$ cat config.mk
export PLATFORM = sky130hd
export DESIGN_NAME = dump_load_duty_regulator
export DESIGN_NICKNAME = d
export VERILOG_FILES = /design/src/design/dldr_pkg.sv /design/src/design/dump_load_duty_regulator.sv /design/src/design/dldr_smul.sv /design/src/design/dldr_seq.sv
export SDC_FILE = /design/constraint.sdc
export NUM_CORES = 1
export LEC_CHECK = 0
export BUFFER_PORTS_ARGS = -buffer_cell sky130_fd_sc_hd__buf_2
export CAP_MARGIN = 5
export CORE_MARGIN = 2
export CORE_UTILIZATION = 35
export CTS_CLUSTER_SIZE = 14
export DETAILED_ROUTE_END_ITERATION = 6
export GPL_TIMING_DRIVEN = 0
export PLACE_DENSITY = 0.49
export SYNTH_ARGS = -nofsm -noshare
export SYNTH_HDL_FRONTEND = slang
export SYNTH_SLANG_ARGS = --single-unit
$ cat constraint.sdc
create_clock -name clk -period 6.7 [get_ports clk]
set_input_delay 0.67 -clock clk [delete_from_list [all_inputs] [get_ports clk]]
set_output_delay 0.67 -clock clk [all_outputs]
set_load 0.01 [all_outputs]
$ cat src/design/dldr_pkg.sv
// Shared types, widths and codes of the dump load duty regulator.
`timescale 1ns / 1ps

package dldr_pkg;

	// Field and register widths
	localparam int VREF_W  = 12;
	localparam int GAIN_W  = 16;
	localparam int MAXD_W  = 16;
	localparam int PER_W   = 16;
	localparam int V_W     = 12;
	localparam int ERR_W   = 13;
	localparam int DUTY_W  = 18;
	localparam int CFG_W   = 16;
	localparam int CIDX_W  = 2;

	// Serial multiplier widths: multiplicand, multiplier, product
	localparam int MA_W    = 17;
	localparam int MB_W    = 16;
	localparam int PROD_W  = MA_W + MB_W;
	localparam int CNT_W   = $clog2(MB_W);

	// Signed gain * error product, and the filter sum
	localparam int P_W     = 29;
	localparam int SUM_W   = 32;

	// Duty limits of the Q2.15 filter state
	localparam logic signed [DUTY_W-1:0] DUTY_MAX = {1'b0, {(DUTY_W-1){1'b1}}};
	localparam logic signed [DUTY_W-1:0] DUTY_MIN = {1'b1, {(DUTY_W-1){1'b0}}};

	// Q15 scaling shift
	localparam int Q_SHIFT = 15;

	// Register indexes of the configuration port
	typedef enum logic [CIDX_W-1:0] {
		REG_VREF   = 2'd0,
		REG_GAIN   = 2'd1,
		REG_MAXD   = 2'd2,
		REG_PERIOD = 2'd3
	} reg_idx_t;

	// Sequencer states
	typedef enum logic [2:0] {
		ST_IDLE,
		ST_MUL_P,
		ST_UPD,
		ST_MUL_A,
		ST_MUL_B,
		ST_DONE
	} state_t;

	// Configuration registers as seen by the sequencer
	typedef struct packed {
		logic        [VREF_W-1:0] vref;
		logic signed [GAIN_W-1:0] gain;
		logic        [MAXD_W-1:0] maxd;
		logic        [PER_W-1:0]  period;
	} cfg_t;

	// Request to the serial multiplier
	typedef struct packed {
		logic            start;
		logic [MA_W-1:0] a;
		logic [MB_W-1:0] b;
	} mul_req_t;

	// Status of the serial multiplier
	typedef struct packed {
		logic              done;
		logic [PROD_W-1:0] prod;
	} mul_rsp_t;

	// Result handed from the sequencer to the output register
	typedef struct packed {
		logic             valid;
		logic [PER_W-1:0] ca;
		logic [PER_W-1:0] cb;
	} res_t;

endpackage

$ cat src/design/dump_load_duty_regulator.sv
// Top level of the dump load duty regulator: ports, registers, output stage.
//
// One input transaction per regulation tick on the s_ side: s_tdata carries
// the bus voltage sample, s_tuser the halt flag. One result transaction per
// input on the m_ side: compare values for the two dump load PWMs.
// Configuration is a plain write port (cfg_wr_en, cfg_addr, cfg_wdata);
// write only while no transaction is in flight.
// All arithmetic runs through one shift-add multiplier that retires one
// multiplier bit per cycle. A halt item takes one product, a positive error
// only the gain product; else the gain product is followed by the first
// load product, and by a second load product when duty spills over. The next
// input is taken in the idle state after the result moves into the output
// register, so the sequencer, not the output, sets the rate.
// The output register holds a result while m_tready is low; the sequencer
// holds the next finished result until that register frees.
// Reset clears the filtered duty, the output valid and loads the register
// defaults: reference 0, gain 0, first load maximum 1.0, period 65535.
`timescale 1ns / 1ps

module dump_load_duty_regulator (
	input  logic                           clk,
	input  logic                           arst_n,
	input  logic                           cfg_wr_en,
	input  logic [dldr_pkg::CIDX_W-1:0]    cfg_addr,
	input  logic [dldr_pkg::CFG_W-1:0]     cfg_wdata,
	input  logic                           s_tvalid,
	output logic                           s_tready,
	input  logic [15:0]                    s_tdata,   // [11:0] v_hvdc
	input  logic                           s_tuser,   // [0] halt
	output logic                           m_tvalid,
	input  logic                           m_tready,
	output logic [31:0]                    m_tdata    // [15:0] compare_a, [31:16] compare_b
);

	dldr_pkg::cfg_t              cfg_q;
	dldr_pkg::res_t              res;
	logic                        res_ready;
	logic                        m_tvalid_q;
	logic [dldr_pkg::PER_W-1:0]  ca_q;
	logic [dldr_pkg::PER_W-1:0]  cb_q;

	// Configuration registers
	always_ff @(posedge clk or negedge arst_n) begin
		if (!arst_n) begin
			cfg_q.vref   <= '0;
			cfg_q.gain   <= '0;
			cfg_q.maxd   <= dldr_pkg::MAXD_W'(32768);
			cfg_q.period <= '1;
		end else if (cfg_wr_en) begin
			unique case (dldr_pkg::reg_idx_t'(cfg_addr))
				dldr_pkg::REG_VREF:   cfg_q.vref   <= cfg_wdata[dldr_pkg::VREF_W-1:0];
				dldr_pkg::REG_GAIN:   cfg_q.gain   <= cfg_wdata[dldr_pkg::GAIN_W-1:0];
				dldr_pkg::REG_MAXD:   cfg_q.maxd   <= cfg_wdata[dldr_pkg::MAXD_W-1:0];
				dldr_pkg::REG_PERIOD: cfg_q.period <= cfg_wdata[dldr_pkg::PER_W-1:0];
				default: ;
			endcase
		end
	end

	dldr_seq u_seq (
		.clk       (clk),
		.arst_n    (arst_n),
		.cfg       (cfg_q),
		.in_valid  (s_tvalid),
		.in_v      (s_tdata[dldr_pkg::V_W-1:0]),
		.in_halt   (s_tuser),
		.in_ready  (s_tready),
		.res       (res),
		.res_ready (res_ready)
	);

	// Output register: load when empty or being drained
	assign res_ready = !m_tvalid_q || m_tready;

	always_ff @(posedge clk or negedge arst_n) begin
		if (!arst_n)
			m_tvalid_q <= 1'b0;
		else if (res_ready)
			m_tvalid_q <= res.valid;
	end

	always_ff @(posedge clk) begin
		if (res_ready && res.valid) begin
			ca_q <= res.ca;
			cb_q <= res.cb;
		end
	end

	assign m_tvalid = m_tvalid_q;
	assign m_tdata  = {cb_q, ca_q};

	// An accepted transaction keeps the sequencer busy for the next cycle
	a_busy_after_accept: assert property (@(posedge clk) disable iff (!arst_n)
		s_tvalid && s_tready |=> !s_tready)
		else $error("input accepted while previous item in progress");

	// A finished result waits while the output register is blocked
	a_result_held: assert property (@(posedge clk) disable iff (!arst_n)
		res.valid && m_tvalid && !m_tready |=> res.valid)
		else $error("finished result dropped while output stalled");

	// A drained output with nothing behind it goes empty
	a_no_repeat: assert property (@(posedge clk) disable iff (!arst_n)
		m_tvalid && m_tready && !res.valid |=> !m_tvalid)
		else $error("result repeated on output");

	// The sequencer never takes input while holding a result
	a_no_accept_with_result: assert property (@(posedge clk) disable iff (!arst_n)
		res.valid |-> !s_tready)
		else $error("input ready while result pending");

endmodule

$ cat src/design/dldr_smul.sv
// Radix-2 shift-add unsigned multiplier, one multiplier bit per cycle.
`timescale 1ns / 1ps

module dldr_smul (
	input  logic                clk,
	input  logic                arst_n,
	input  dldr_pkg::mul_req_t  req,
	output dldr_pkg::mul_rsp_t  rsp
);

	logic                              busy_q;
	logic                              done_q;
	logic [dldr_pkg::CNT_W-1:0]        cnt_q;
	logic [dldr_pkg::MA_W-1:0]         a_q;
	logic [dldr_pkg::PROD_W-1:0]       prod_q;
	logic [dldr_pkg::MA_W:0]           sum;

	// Add the multiplicand into the upper half when the current bit is set
	always_comb begin
		sum = {1'b0, prod_q[dldr_pkg::PROD_W-1:dldr_pkg::MB_W]}
			+ (prod_q[0] ? {1'b0, a_q} : '0);
	end

	// Control: count one step per multiplier bit
	always_ff @(posedge clk or negedge arst_n) begin
		if (!arst_n) begin
			busy_q <= 1'b0;
			done_q <= 1'b0;
			cnt_q  <= '0;
		end else if (req.start) begin
			busy_q <= 1'b1;
			done_q <= 1'b0;
			cnt_q  <= '0;
		end else if (busy_q) begin
			cnt_q <= cnt_q + 1'b1;
			if (cnt_q == dldr_pkg::CNT_W'(dldr_pkg::MB_W - 1)) begin
				busy_q <= 1'b0;
				done_q <= 1'b1;
			end
		end
	end

	// Datapath: load operands, then shift the partial product right
	always_ff @(posedge clk) begin
		if (req.start) begin
			a_q    <= req.a;
			prod_q <= {{dldr_pkg::MA_W{1'b0}}, req.b};
		end else if (busy_q) begin
			prod_q <= {sum, prod_q[dldr_pkg::MB_W-1:1]};
		end
	end

	assign rsp.done = done_q;
	assign rsp.prod = prod_q;

endmodule

$ cat src/design/dldr_seq.sv
// Sequencer and datapath: error, filtered duty update and compare scaling.
`timescale 1ns / 1ps

module dldr_seq (
	input  logic                          clk,
	input  logic                          arst_n,
	input  dldr_pkg::cfg_t                cfg,
	input  logic                          in_valid,
	input  logic [dldr_pkg::V_W-1:0]      in_v,
	input  logic                          in_halt,
	output logic                          in_ready,
	output dldr_pkg::res_t                res,
	input  logic                          res_ready
);

	dldr_pkg::state_t                       state_q, state_d;
	dldr_pkg::mul_req_t                     mreq;
	dldr_pkg::mul_rsp_t                     mrsp;

	logic                                   halt_q;
	logic signed [dldr_pkg::ERR_W-1:0]      err_q;
	logic signed [dldr_pkg::P_W-1:0]        p_q;
	logic signed [dldr_pkg::DUTY_W-1:0]     duty_q;
	logic                                   over_q;
	logic [dldr_pkg::MA_W-1:0]              rem_q;
	logic [dldr_pkg::PER_W-1:0]             ca_q;
	logic [dldr_pkg::PER_W-1:0]             cb_q;

	logic                                   accept;
	logic signed [dldr_pkg::ERR_W-1:0]      err_in;
	logic [dldr_pkg::ERR_W-1:0]             err_neg;
	logic [dldr_pkg::GAIN_W-1:0]            gain_mag;
	logic [dldr_pkg::ERR_W-1:0]             err_mag;
	logic                                   prod_neg;
	logic signed [dldr_pkg::P_W-1:0]        p_mag;
	logic signed [dldr_pkg::SUM_W-1:0]      sum3;
	logic signed [dldr_pkg::SUM_W-1:0]      dfull;
	logic signed [dldr_pkg::DUTY_W-1:0]     dsat;
	logic                                   err_pos;
	logic                                   d_over;
	logic [dldr_pkg::MA_W-1:0]              d_clamp;
	logic [dldr_pkg::DUTY_W-1:0]            scaled;
	logic [dldr_pkg::PER_W-1:0]             scaled_sat;

	dldr_smul u_smul (
		.clk    (clk),
		.arst_n (arst_n),
		.req    (mreq),
		.rsp    (mrsp)
	);

	assign accept = in_valid && in_ready;

	// Error and operand magnitudes for the gain product
	always_comb begin
		err_in   = $signed({1'b0, cfg.vref}) - $signed({1'b0, in_v});
		err_neg  = -err_in;
		gain_mag = cfg.gain[dldr_pkg::GAIN_W-1] ? -cfg.gain : cfg.gain;
		err_mag  = err_in[dldr_pkg::ERR_W-1] ? err_neg : err_in;
		prod_neg = cfg.gain[dldr_pkg::GAIN_W-1] ^ err_q[dldr_pkg::ERR_W-1];
		p_mag    = $signed({1'b0, mrsp.prod[dldr_pkg::P_W-2:0]});
	end

	// Filter update: floor((3p + duty) / 4), saturated
	always_comb begin
		sum3  = (dldr_pkg::SUM_W'(p_q) <<< 1) + dldr_pkg::SUM_W'(p_q)
			+ dldr_pkg::SUM_W'(duty_q);
		dfull = sum3 >>> 2;
		priority if (dfull > dldr_pkg::SUM_W'(dldr_pkg::DUTY_MAX))
			dsat = dldr_pkg::DUTY_MAX;
		else if (dfull < dldr_pkg::SUM_W'(dldr_pkg::DUTY_MIN))
			dsat = dldr_pkg::DUTY_MIN;
		else
			dsat = dfull[dldr_pkg::DUTY_W-1:0];
		err_pos = !err_q[dldr_pkg::ERR_W-1] && (err_q != '0);
		d_over  = dsat > $signed({2'b00, cfg.maxd});
		d_clamp = dsat[dldr_pkg::DUTY_W-1] ? '0 : dsat[dldr_pkg::MA_W-1:0];
	end

	// Scale a product back from Q15 and saturate to the period
	always_comb begin
		scaled = mrsp.prod[dldr_pkg::PROD_W-1:dldr_pkg::Q_SHIFT];
		if (scaled > {2'b00, cfg.period})
			scaled_sat = cfg.period;
		else
			scaled_sat = scaled[dldr_pkg::PER_W-1:0];
	end

	// State register
	always_ff @(posedge clk or negedge arst_n) begin
		if (!arst_n)
			state_q <= dldr_pkg::ST_IDLE;
		else
			state_q <= state_d;
	end

	// Next state, multiplier requests and handshakes
	always_comb begin
		state_d    = state_q;
		mreq.start = 1'b0;
		mreq.a     = '0;
		mreq.b     = cfg.period;
		in_ready   = 1'b0;
		res.valid  = 1'b0;
		res.ca     = ca_q;
		res.cb     = cb_q;
		unique case (state_q)
			dldr_pkg::ST_IDLE: begin
				in_ready = 1'b1;
				if (in_valid) begin
					mreq.start = 1'b1;
					if (in_halt) begin
						mreq.a  = {1'b0, cfg.maxd};
						state_d = dldr_pkg::ST_MUL_A;
					end else begin
						mreq.a  = {1'b0, gain_mag};
						mreq.b  = {{(dldr_pkg::MB_W - dldr_pkg::ERR_W){1'b0}}, err_mag};
						state_d = dldr_pkg::ST_MUL_P;
					end
				end
			end
			dldr_pkg::ST_MUL_P: begin
				if (mrsp.done)
					state_d = dldr_pkg::ST_UPD;
			end
			dldr_pkg::ST_UPD: begin
				if (err_pos) begin
					state_d = dldr_pkg::ST_DONE;
				end else begin
					mreq.start = 1'b1;
					mreq.a     = d_over ? {1'b0, cfg.maxd} : d_clamp;
					state_d    = dldr_pkg::ST_MUL_A;
				end
			end
			dldr_pkg::ST_MUL_A: begin
				if (mrsp.done) begin
					if (!halt_q && over_q) begin
						mreq.start = 1'b1;
						mreq.a     = rem_q;
						state_d    = dldr_pkg::ST_MUL_B;
					end else begin
						state_d = dldr_pkg::ST_DONE;
					end
				end
			end
			dldr_pkg::ST_MUL_B: begin
				if (mrsp.done)
					state_d = dldr_pkg::ST_DONE;
			end
			dldr_pkg::ST_DONE: begin
				res.valid = 1'b1;
				if (res_ready)
					state_d = dldr_pkg::ST_IDLE;
			end
			default: state_d = dldr_pkg::ST_IDLE;
		endcase
	end

	// Filter state: update only on a regular tick
	always_ff @(posedge clk or negedge arst_n) begin
		if (!arst_n)
			duty_q <= '0;
		else if (state_q == dldr_pkg::ST_UPD)
			duty_q <= dsat;
	end

	// Item registers and compare results
	always_ff @(posedge clk) begin
		if (accept) begin
			halt_q <= in_halt;
			err_q  <= err_in;
			over_q <= 1'b0;
		end
		if (state_q == dldr_pkg::ST_MUL_P && mrsp.done)
			p_q <= prod_neg ? -p_mag : p_mag;
		if (state_q == dldr_pkg::ST_UPD) begin
			over_q <= d_over;
			rem_q  <= dldr_pkg::MA_W'(dsat - $signed({2'b00, cfg.maxd}));
			if (err_pos) begin
				ca_q <= '0;
				cb_q <= '0;
			end
		end
		if (state_q == dldr_pkg::ST_MUL_A && mrsp.done) begin
			ca_q <= scaled_sat;
			cb_q <= halt_q ? cfg.period : '0;
		end
		if (state_q == dldr_pkg::ST_MUL_B && mrsp.done)
			cb_q <= scaled_sat;
	end

endmodule
==> flow_metrics.env, run 1 <==
export IMPL_status="finished, violations left"
export IMPL_violations="setup timing"
export IMPL_synth_distinct_cells=77
export IMPL_grt_overflow_total=0
export IMPL_hpwl_mm=36.6
export IMPL_start_util_pct=35.3
export IMPL_synth_cells=1603
export IMPL_synth_top_area_share_pct=28.9
export IMPL_slew_headroom_pct=15.9
export IMPL_slowest_stage="fa_1"
export IMPL_portBuffers=69
export IMPL_die_w_um=221
export IMPL_r2r_end="u_seq.u_smul.a_q[3]"
export IMPL_worst_pin_slew_ns=1.26
export IMPL_final_common_cell="edfxtp_1"
export IMPL_dieArea_um2=48600
export IMPL_hold_ws_ns=0.0612
export IMPL_crit_required_ns=7.07
export IMPL_synth_edf_count=158
export IMPL_rsz0062_at_grt="true"
export IMPL_worst_r2r_cell_count=30
export IMPL_synth_top_cell_by_area="edfxtp_1"
export IMPL_synth_area_leaders="edfxtp_1 29%, dfrtp_1 11%, ha_1 7.2%, mux2_2 4.0%, fa_1 3.9%"
export IMPL_r2r_slack_ns=-0.19
export IMPL_r2r_start="u_seq.p_q[2]"
export IMPL_leakage_uw=0.00789
export IMPL_grt_max_degree=57
export IMPL_stdcell_area_um2=19300
export IMPL_final_cell_mix="158 x edfxtp_1, 127 x nand2_1, 115 x inv_1"
export IMPL_drtPass1Iterations=5
export IMPL_start_kind="register"
export IMPL_post_drt_via_cell_ratio=5.28
export IMPL_arrival_ns=7.26
export IMPL_power_uw=10600
export IMPL_powerDensity_nw_per_um2=551
export IMPL_slowest_delay_ns=0.53
export IMPL_areaGrowthSynthToFinish_pct=17.4
export IMPL_path_class="register to register"
export IMPL_core_area_um2=46500
export IMPL_fin_skew_ns=0.0198
export IMPL_groute_usage_overall_pct=19.1
export IMPL_finalMaxSlewViolations=0
export IMPL_n_antenna_cell=0
export IMPL_synthesis_area_um2=16400
export IMPL_nFillCells=4565
export IMPL_clock_latency_ns=0.58
export IMPL_routed_wl_mm=46.3
export IMPL_grt_pass1_vias=12200
export IMPL_antenna_left=0
export IMPL_finalSetupViolCount=16
export IMPL_cp_end_kind="register"
export IMPL_finalCritPeriodShare_pct=103
export IMPL_ys_ff_latch=263
export IMPL_dominantRegCellSynth="edfxtp_1"
export IMPL_fin_ws_ns=-0.185
export IMPL_crit_family="compound AO/OA/AOI/OAI gates"
export IMPL_dr_first_iter_drc_count=661
export IMPL_clock_sinks=263
export IMPL_cts_made_buffers=30
export IMPL_path_max_fanout=8
export IMPL_hold_class="input pin to asynchronous set/reset pin"
export IMPL_yosys_warnings=0
export IMPL_htree_levels=1
export IMPL_drc=0
export IMPL_cts_tree="done"
export IMPL_avgRoutedWirePerCell_um=19.6
export IMPL_worst_path_buf_inv=5
export IMPL_std_cell_rows=79
export IMPL_cp_startpoint="u_seq.p_q[2]"
export IMPL_synth_avg_cell_area_um2=10.2
export IMPL_fmax_ghz=0.145
export IMPL_seq_area_frac_synth_pct=44.5
export IMPL_clockBufferDepth=3
export IMPL_async_reset_ff_share_pct=33.5
export IMPL_die_y_um=221
export IMPL_clockRootBuffer="clkbuf_16"
export IMPL_post_route_min_period_ns=6.89
export IMPL_hold_violations=0
export IMPL_io_pins=74
export IMPL_antenna_found_initial=1
export IMPL_placed_area_um2=17600
export IMPL_clk_pin_slew_ns=0.06
export IMPL_cap_violations=0
export IMPL_grt_pass1_wl_mm=71.1
export IMPL_vdd_drop_max_uv=233
export IMPL_syn_nets=1769
export IMPL_nNetsFinal=1904
export IMPL_place_gp_congestion=0.894
export IMPL_hold_buffers=0
export IMPL_setup_tns_ns=-1.62
export IMPL_num_vias=12500
export IMPL_drive_gt1_share_pct=18.9
-- per-layer routing --
layer | wire, µm | global-route usage [%] | vias to the layer above
li1 | - | - | 6094
met1 | 22200 | 27.2 | 6078
met2 | 21500 | 31.1 | 279
met3 | 1970 | 2.60 | 54
met4 | 755 | 3.67 | 0
met5 | 0 | 0 | -
-- state kept, by name, summed over array words and instances, names as in the netlist, 3 cells and up --
name / count
u_seq.err_q: 13
u_seq.state_q: 3
u_seq.u_smul.prod_q: 33
cfg_q: 60
u_seq.p_q: 29
u_seq.cb_q: 16
cb_q: 16
u_seq.duty_q: 18
u_seq.ca_q: 16
ca_q: 16
u_seq.u_smul.a_q: 17
u_seq.u_smul.cnt_q: 4
u_seq.rem_q: 17
-- Yosys cell counts, types with 18 or more instances --
cell type,number
mux2_2,59
inv_1,120
a21o_1,23
fa_1,32
ha_1,94
a21oi_1,88
o21ai_0,117
nor2_1,112
nor2b_1,18
xnor2_1,48
xor2_1,54
nand3_1,35
nand2_1,134
nor3_1,31
and2_1,28
clkbuf_1,48
edfxtp_1,158
mux2i_1,30
dfrtp_1,71
-- per-stage QoR --
stage | utilization (%) | setup slack (ns) | std cells
finish | 41.5 | -0.185 | 2369
global placement | 37.7 | -1.53 | 2279
floorplan | - | 0.0125 | 1603
CTS | 40.8 | -0.404 | 2356
global route | 41.5 | -0.405 | 2369
detailed placement | 38.0 | -1.49 | 2285
-- where the power goes --
| group | leakage (µW) | internal, µW | total (µW) | switching (µW) |
|---|---|---|---|---|
| combinational | 0.00476 | 2540 | 6190 | 3650 |
| clock | 0.000471 | 932 | 1620 | 688 |
| sequential | 0.00266 | 2400 | 2810 | 413 |
-- worst max path at each step --
stage | slack, ns | endpoint | cells past startpoint
3_5_place_dp | -1.49 | u_seq.u_smul.a_q[8] | 30
6_report | -0.19 | u_seq.u_smul.a_q[3] | 30
4_1_cts | -0.40 | u_seq.u_smul.a_q[3] | 29
2_1_floorplan | 0.01 | u_seq.u_smul.a_q[6] | 31
3_3_place_gp | -1.53 | u_seq.u_smul.a_q[8] | 29
5_1_grt | -0.41 | u_seq.u_smul.a_q[3] | 30
-- kinds of logic (layout without fill, tap and decap cells) --
family	count (synthesis)	after routing	share of synthesized area, %
AO/OA/AOI/OAI	399	399	15.9
XOR/XNOR	102	102	5.45
adder cells (fa/ha/maj)	126	126	11.1
buffers and inverters	184	343	4.35
flip-flops	263	263	44.5
multiplexers	89	89	5.88
AND/OR/NAND/NOR	440	440	12.8
-- layout make-up --
| cell class | count | area (µm²) | share of cell area, % |
|---|---|---|---|
| multi-input cells | 1156 | 8820 | 45.8 |
| flip-flops and latches | 263 | 7310 | 38.0 |
| clock buffers | 37 | 808 | 4.20 |
| well taps | 607 | 759 | 3.94 |
| repair buffers | 109 | 698 | 3.62 |
| inverters | 122 | 458 | 2.38 |
| plain buffers | 56 | 253 | 1.31 |
| clock inverters | 19 | 154 | 0.799 |
-- repair_timing --
item / in CTS / in global routing
resized for setup: 75 / 39
pin swaps: 36 / 16
setup endpoints to repair: 26 / 23
cloned: 1 / 0
buffers inserted: 18 / 15
Power figures use the tool's default switching activity.
==> run 2: changes to the inputs <==
- ABC_AREA: not set -> 0
- BUFFER_PORTS_ARGS: -buffer_cell sky130_fd_sc_hd__buf_2 -> -buffer_cell sky130_fd_sc_hd__clkbuf_2
==> run 2 against run 1 <==
  * Wire length rose by 0.16%
  * Global-route usage increased by 0.072 points
  * The flow still finishes with violations (setup timing)
  * Flip-flop and latch count unchanged
  * Highest routed layer unchanged
  * Non-clock buffer count fell by 2
  * Sequential power is essentially flat
  * Utilization barely moved
  * Worst hold slack improved by 0.089 ns
  * Largest power group unchanged
  * Clock power hardly changed
==> flow_metrics.env, run 2 (synthesis gave the netlist of run 1 again) <==
export IMPL_status="finished, violations left"
export IMPL_violations="setup timing"
export IMPL_cp_end_kind="register"
export IMPL_clock_latency_ns=0.57
export IMPL_slowest_stage="fa_1"
export IMPL_portBuffers=69
export IMPL_vdd_drop_max_uv=212
export IMPL_post_drt_via_cell_ratio=5.32
export IMPL_start_util_pct=35.3
export IMPL_worst_pin_slew_ns=1.27
export IMPL_switching_share_pct=44.8
export IMPL_drtPass1Iterations=5
export IMPL_drive_gt1_share_pct=18.7
export IMPL_fin_skew_ns=0.0112
export IMPL_clock_sinks=263
export IMPL_grt_max_degree=48
export IMPL_crit_required_ns=6.99
export IMPL_place_inst=2286
export IMPL_routed_wl_mm=46.4
export IMPL_die_y_um=221
export IMPL_power_frac_comb_pct=58.1
export IMPL_fin_ws_ns=-0.441
export IMPL_path_class="register to register"
export IMPL_dr_first_iter_drc_count=885
export IMPL_antenna_found_initial=1
export IMPL_io_pins=74
export IMPL_hold_buffers=0
export IMPL_place_gp_congestion=0.893
export IMPL_drc=0
export IMPL_fmax_ghz=0.140
export IMPL_cts_made_buffers=30
export IMPL_arrival_ns=7.43
export IMPL_path_max_fanout=8
export IMPL_largest_register_ffs=60
export IMPL_clk_pin_slew_ns=0.06
export IMPL_post_route_min_period_ns=7.14
export IMPL_start_kind="register"
export IMPL_n_antenna_cell=0
export IMPL_cts_tree="done"
export IMPL_areaGrowthSynthToFinish_pct=17.4
export IMPL_regMostFlops="cfg_q"
export IMPL_die_w_um=221
export IMPL_powerDensity_nw_per_um2=553
export IMPL_clockRootBuffer="clkbuf_16"
export IMPL_cp_startpoint="u_seq.p_q[1]"
export IMPL_final_common_cell="edfxtp_1"
export IMPL_reg_top3="cfg_q x60, u_seq.u_smul.prod_q x33, u_seq.p_q x29"
export IMPL_groute_usage_overall_pct=19.1
export IMPL_slew_headroom_pct=15.5
export IMPL_grt_pass1_vias=12300
export IMPL_hpwl_mm=36.7
export IMPL_layoutNonFillerInstCount=2367
export IMPL_hold_class="input pin to asynchronous set/reset pin"
export IMPL_final_cell_mix="158 x edfxtp_1, 128 x nand2_1, 117 x inv_1"
export IMPL_rsz0062_at_grt="true"
export IMPL_seqPwrFrac_pct=26.5
export IMPL_grt_pass1_wl_mm=71.0
export IMPL_grt_overflow_total=0
export IMPL_crit_top_cell="inv_2"
export IMPL_p_clk_share_pct=15.4
export IMPL_std_cell_rows=79
export IMPL_htree_levels=1
export IMPL_cap_violations=0
export IMPL_r2r_start="u_seq.p_q[1]"
export IMPL_finalSetupViolCount=18
export IMPL_clockBufferDepth=3
export IMPL_intPower_uw=5880
export IMPL_finalMaxSlewViolations=0
export IMPL_hold_violations=0
export IMPL_power_switching_uw=4770
export IMPL_finalCritPeriodShare_pct=107
export IMPL_leakage_uw=0.00791
export IMPL_antenna_left=0
export IMPL_core_area_um2=46500
export IMPL_slowest_delay_ns=0.55
export IMPL_dieArea_um2=48600
export IMPL_setup_tns_ns=-6.22
export IMPL_num_vias=12600
export IMPL_avgRoutedWirePerCell_um=19.6
export IMPL_nNetsFinal=1902
## run 2: cell types whose count changed in the layout (fill, tap and decap cells not counted), moves of 4 or more
cell,change
clkinv_1,-4
ha_1,+4
clkbuf_8,+4
o21ai_1,-5
clkbuf_2,+68
a21oi_2,-6
a21oi_1,+6
buf_2,-68
## run 2: path summary, 6_finish.rpt
| kind | cells after the start | slack [ns] | to |
|---|---|---|---|
| max | 29 | -0.44 | u_seq.u_smul.a_q[10] |
| min | 1 | 0.15 | cfg_q[54] |
| max reg2reg | 29 | -0.44 | u_seq.u_smul.a_q[10] |
| min reg2reg | 0 | 0.42 | cb_q[1] |
| max in group asynchronous | 2 | 5.83 | cfg_q[14] |
| min in group clk | 1 | 0.30 | u_seq.halt_q |
## run 2: per-stage QoR
stage	setup WS (ns)	power, µW	util (%)	hold slack (ns)	instance area, µm²
detailed placement	-1.47	8280	38.0	0.405	17600
global placement	-1.52	8190	37.7	0.403	17500
global route	-0.612	11500	41.4	0.180	19300
CTS	-0.401	10400	40.9	0.151	19000
finish	-0.441	10600	41.4	0.150	19300
floorplan	0.0125	6690	-	0.374	16400
## run 2: layer usage
layer  GRT usage, %  wire length [µm]  vias up
met5              0                 0        -
li1               -                 -     6059
met1           27.4             22000     6182
met2           30.5             21100      273
met4           5.47              1330        0
met3           2.32              1960       69
## run 2: power by group through the flow
stage	Sequential, µW	Combinational, µW	Clock [µW]
floorplan	2670	4020	0
global placement	2850	5330	0
detailed placement	2860	5420	0
CTS	2820	5880	1680
global route	2870	6850	1740
finish	2820	6190	1640
## run 2: worst max-delay path, delay by kind of cell, from the launching register on
kind / cells / cell delay [ns]
AOI/OAI and AO/OA: 16 / 3.15
adders and majority gates: 4 / 1.50
and+or+nand+nor: 5 / 1.46
DFF: 1 / 0.45
buffers and inverters: 4 / 0.30
## run 2: what timing repair did
| item | in CTS | in global routing |
|---|---|---|
| pin swaps | 38 | 19 |
| hold endpoints to repair | 0 | 0 |
| resized for setup | 65 | 38 |
| cloned | 0 | 1 |
| endpoints found under the setup margin | 26 | 24 |
| setup buffers | 20 | 12 |
## run 2: final cells by class
type                            count  area (µm²)
Clock inverter                     14         108
Fill cell                        4565       27200
Multi-Input combinational cell   1156        8780
Inverter                          122         458
Sequential cell                   263        7310
Timing Repair Buffer              107         691
Tap cell                          607         759
Clock buffer                       42         888
Buffer                             56         253
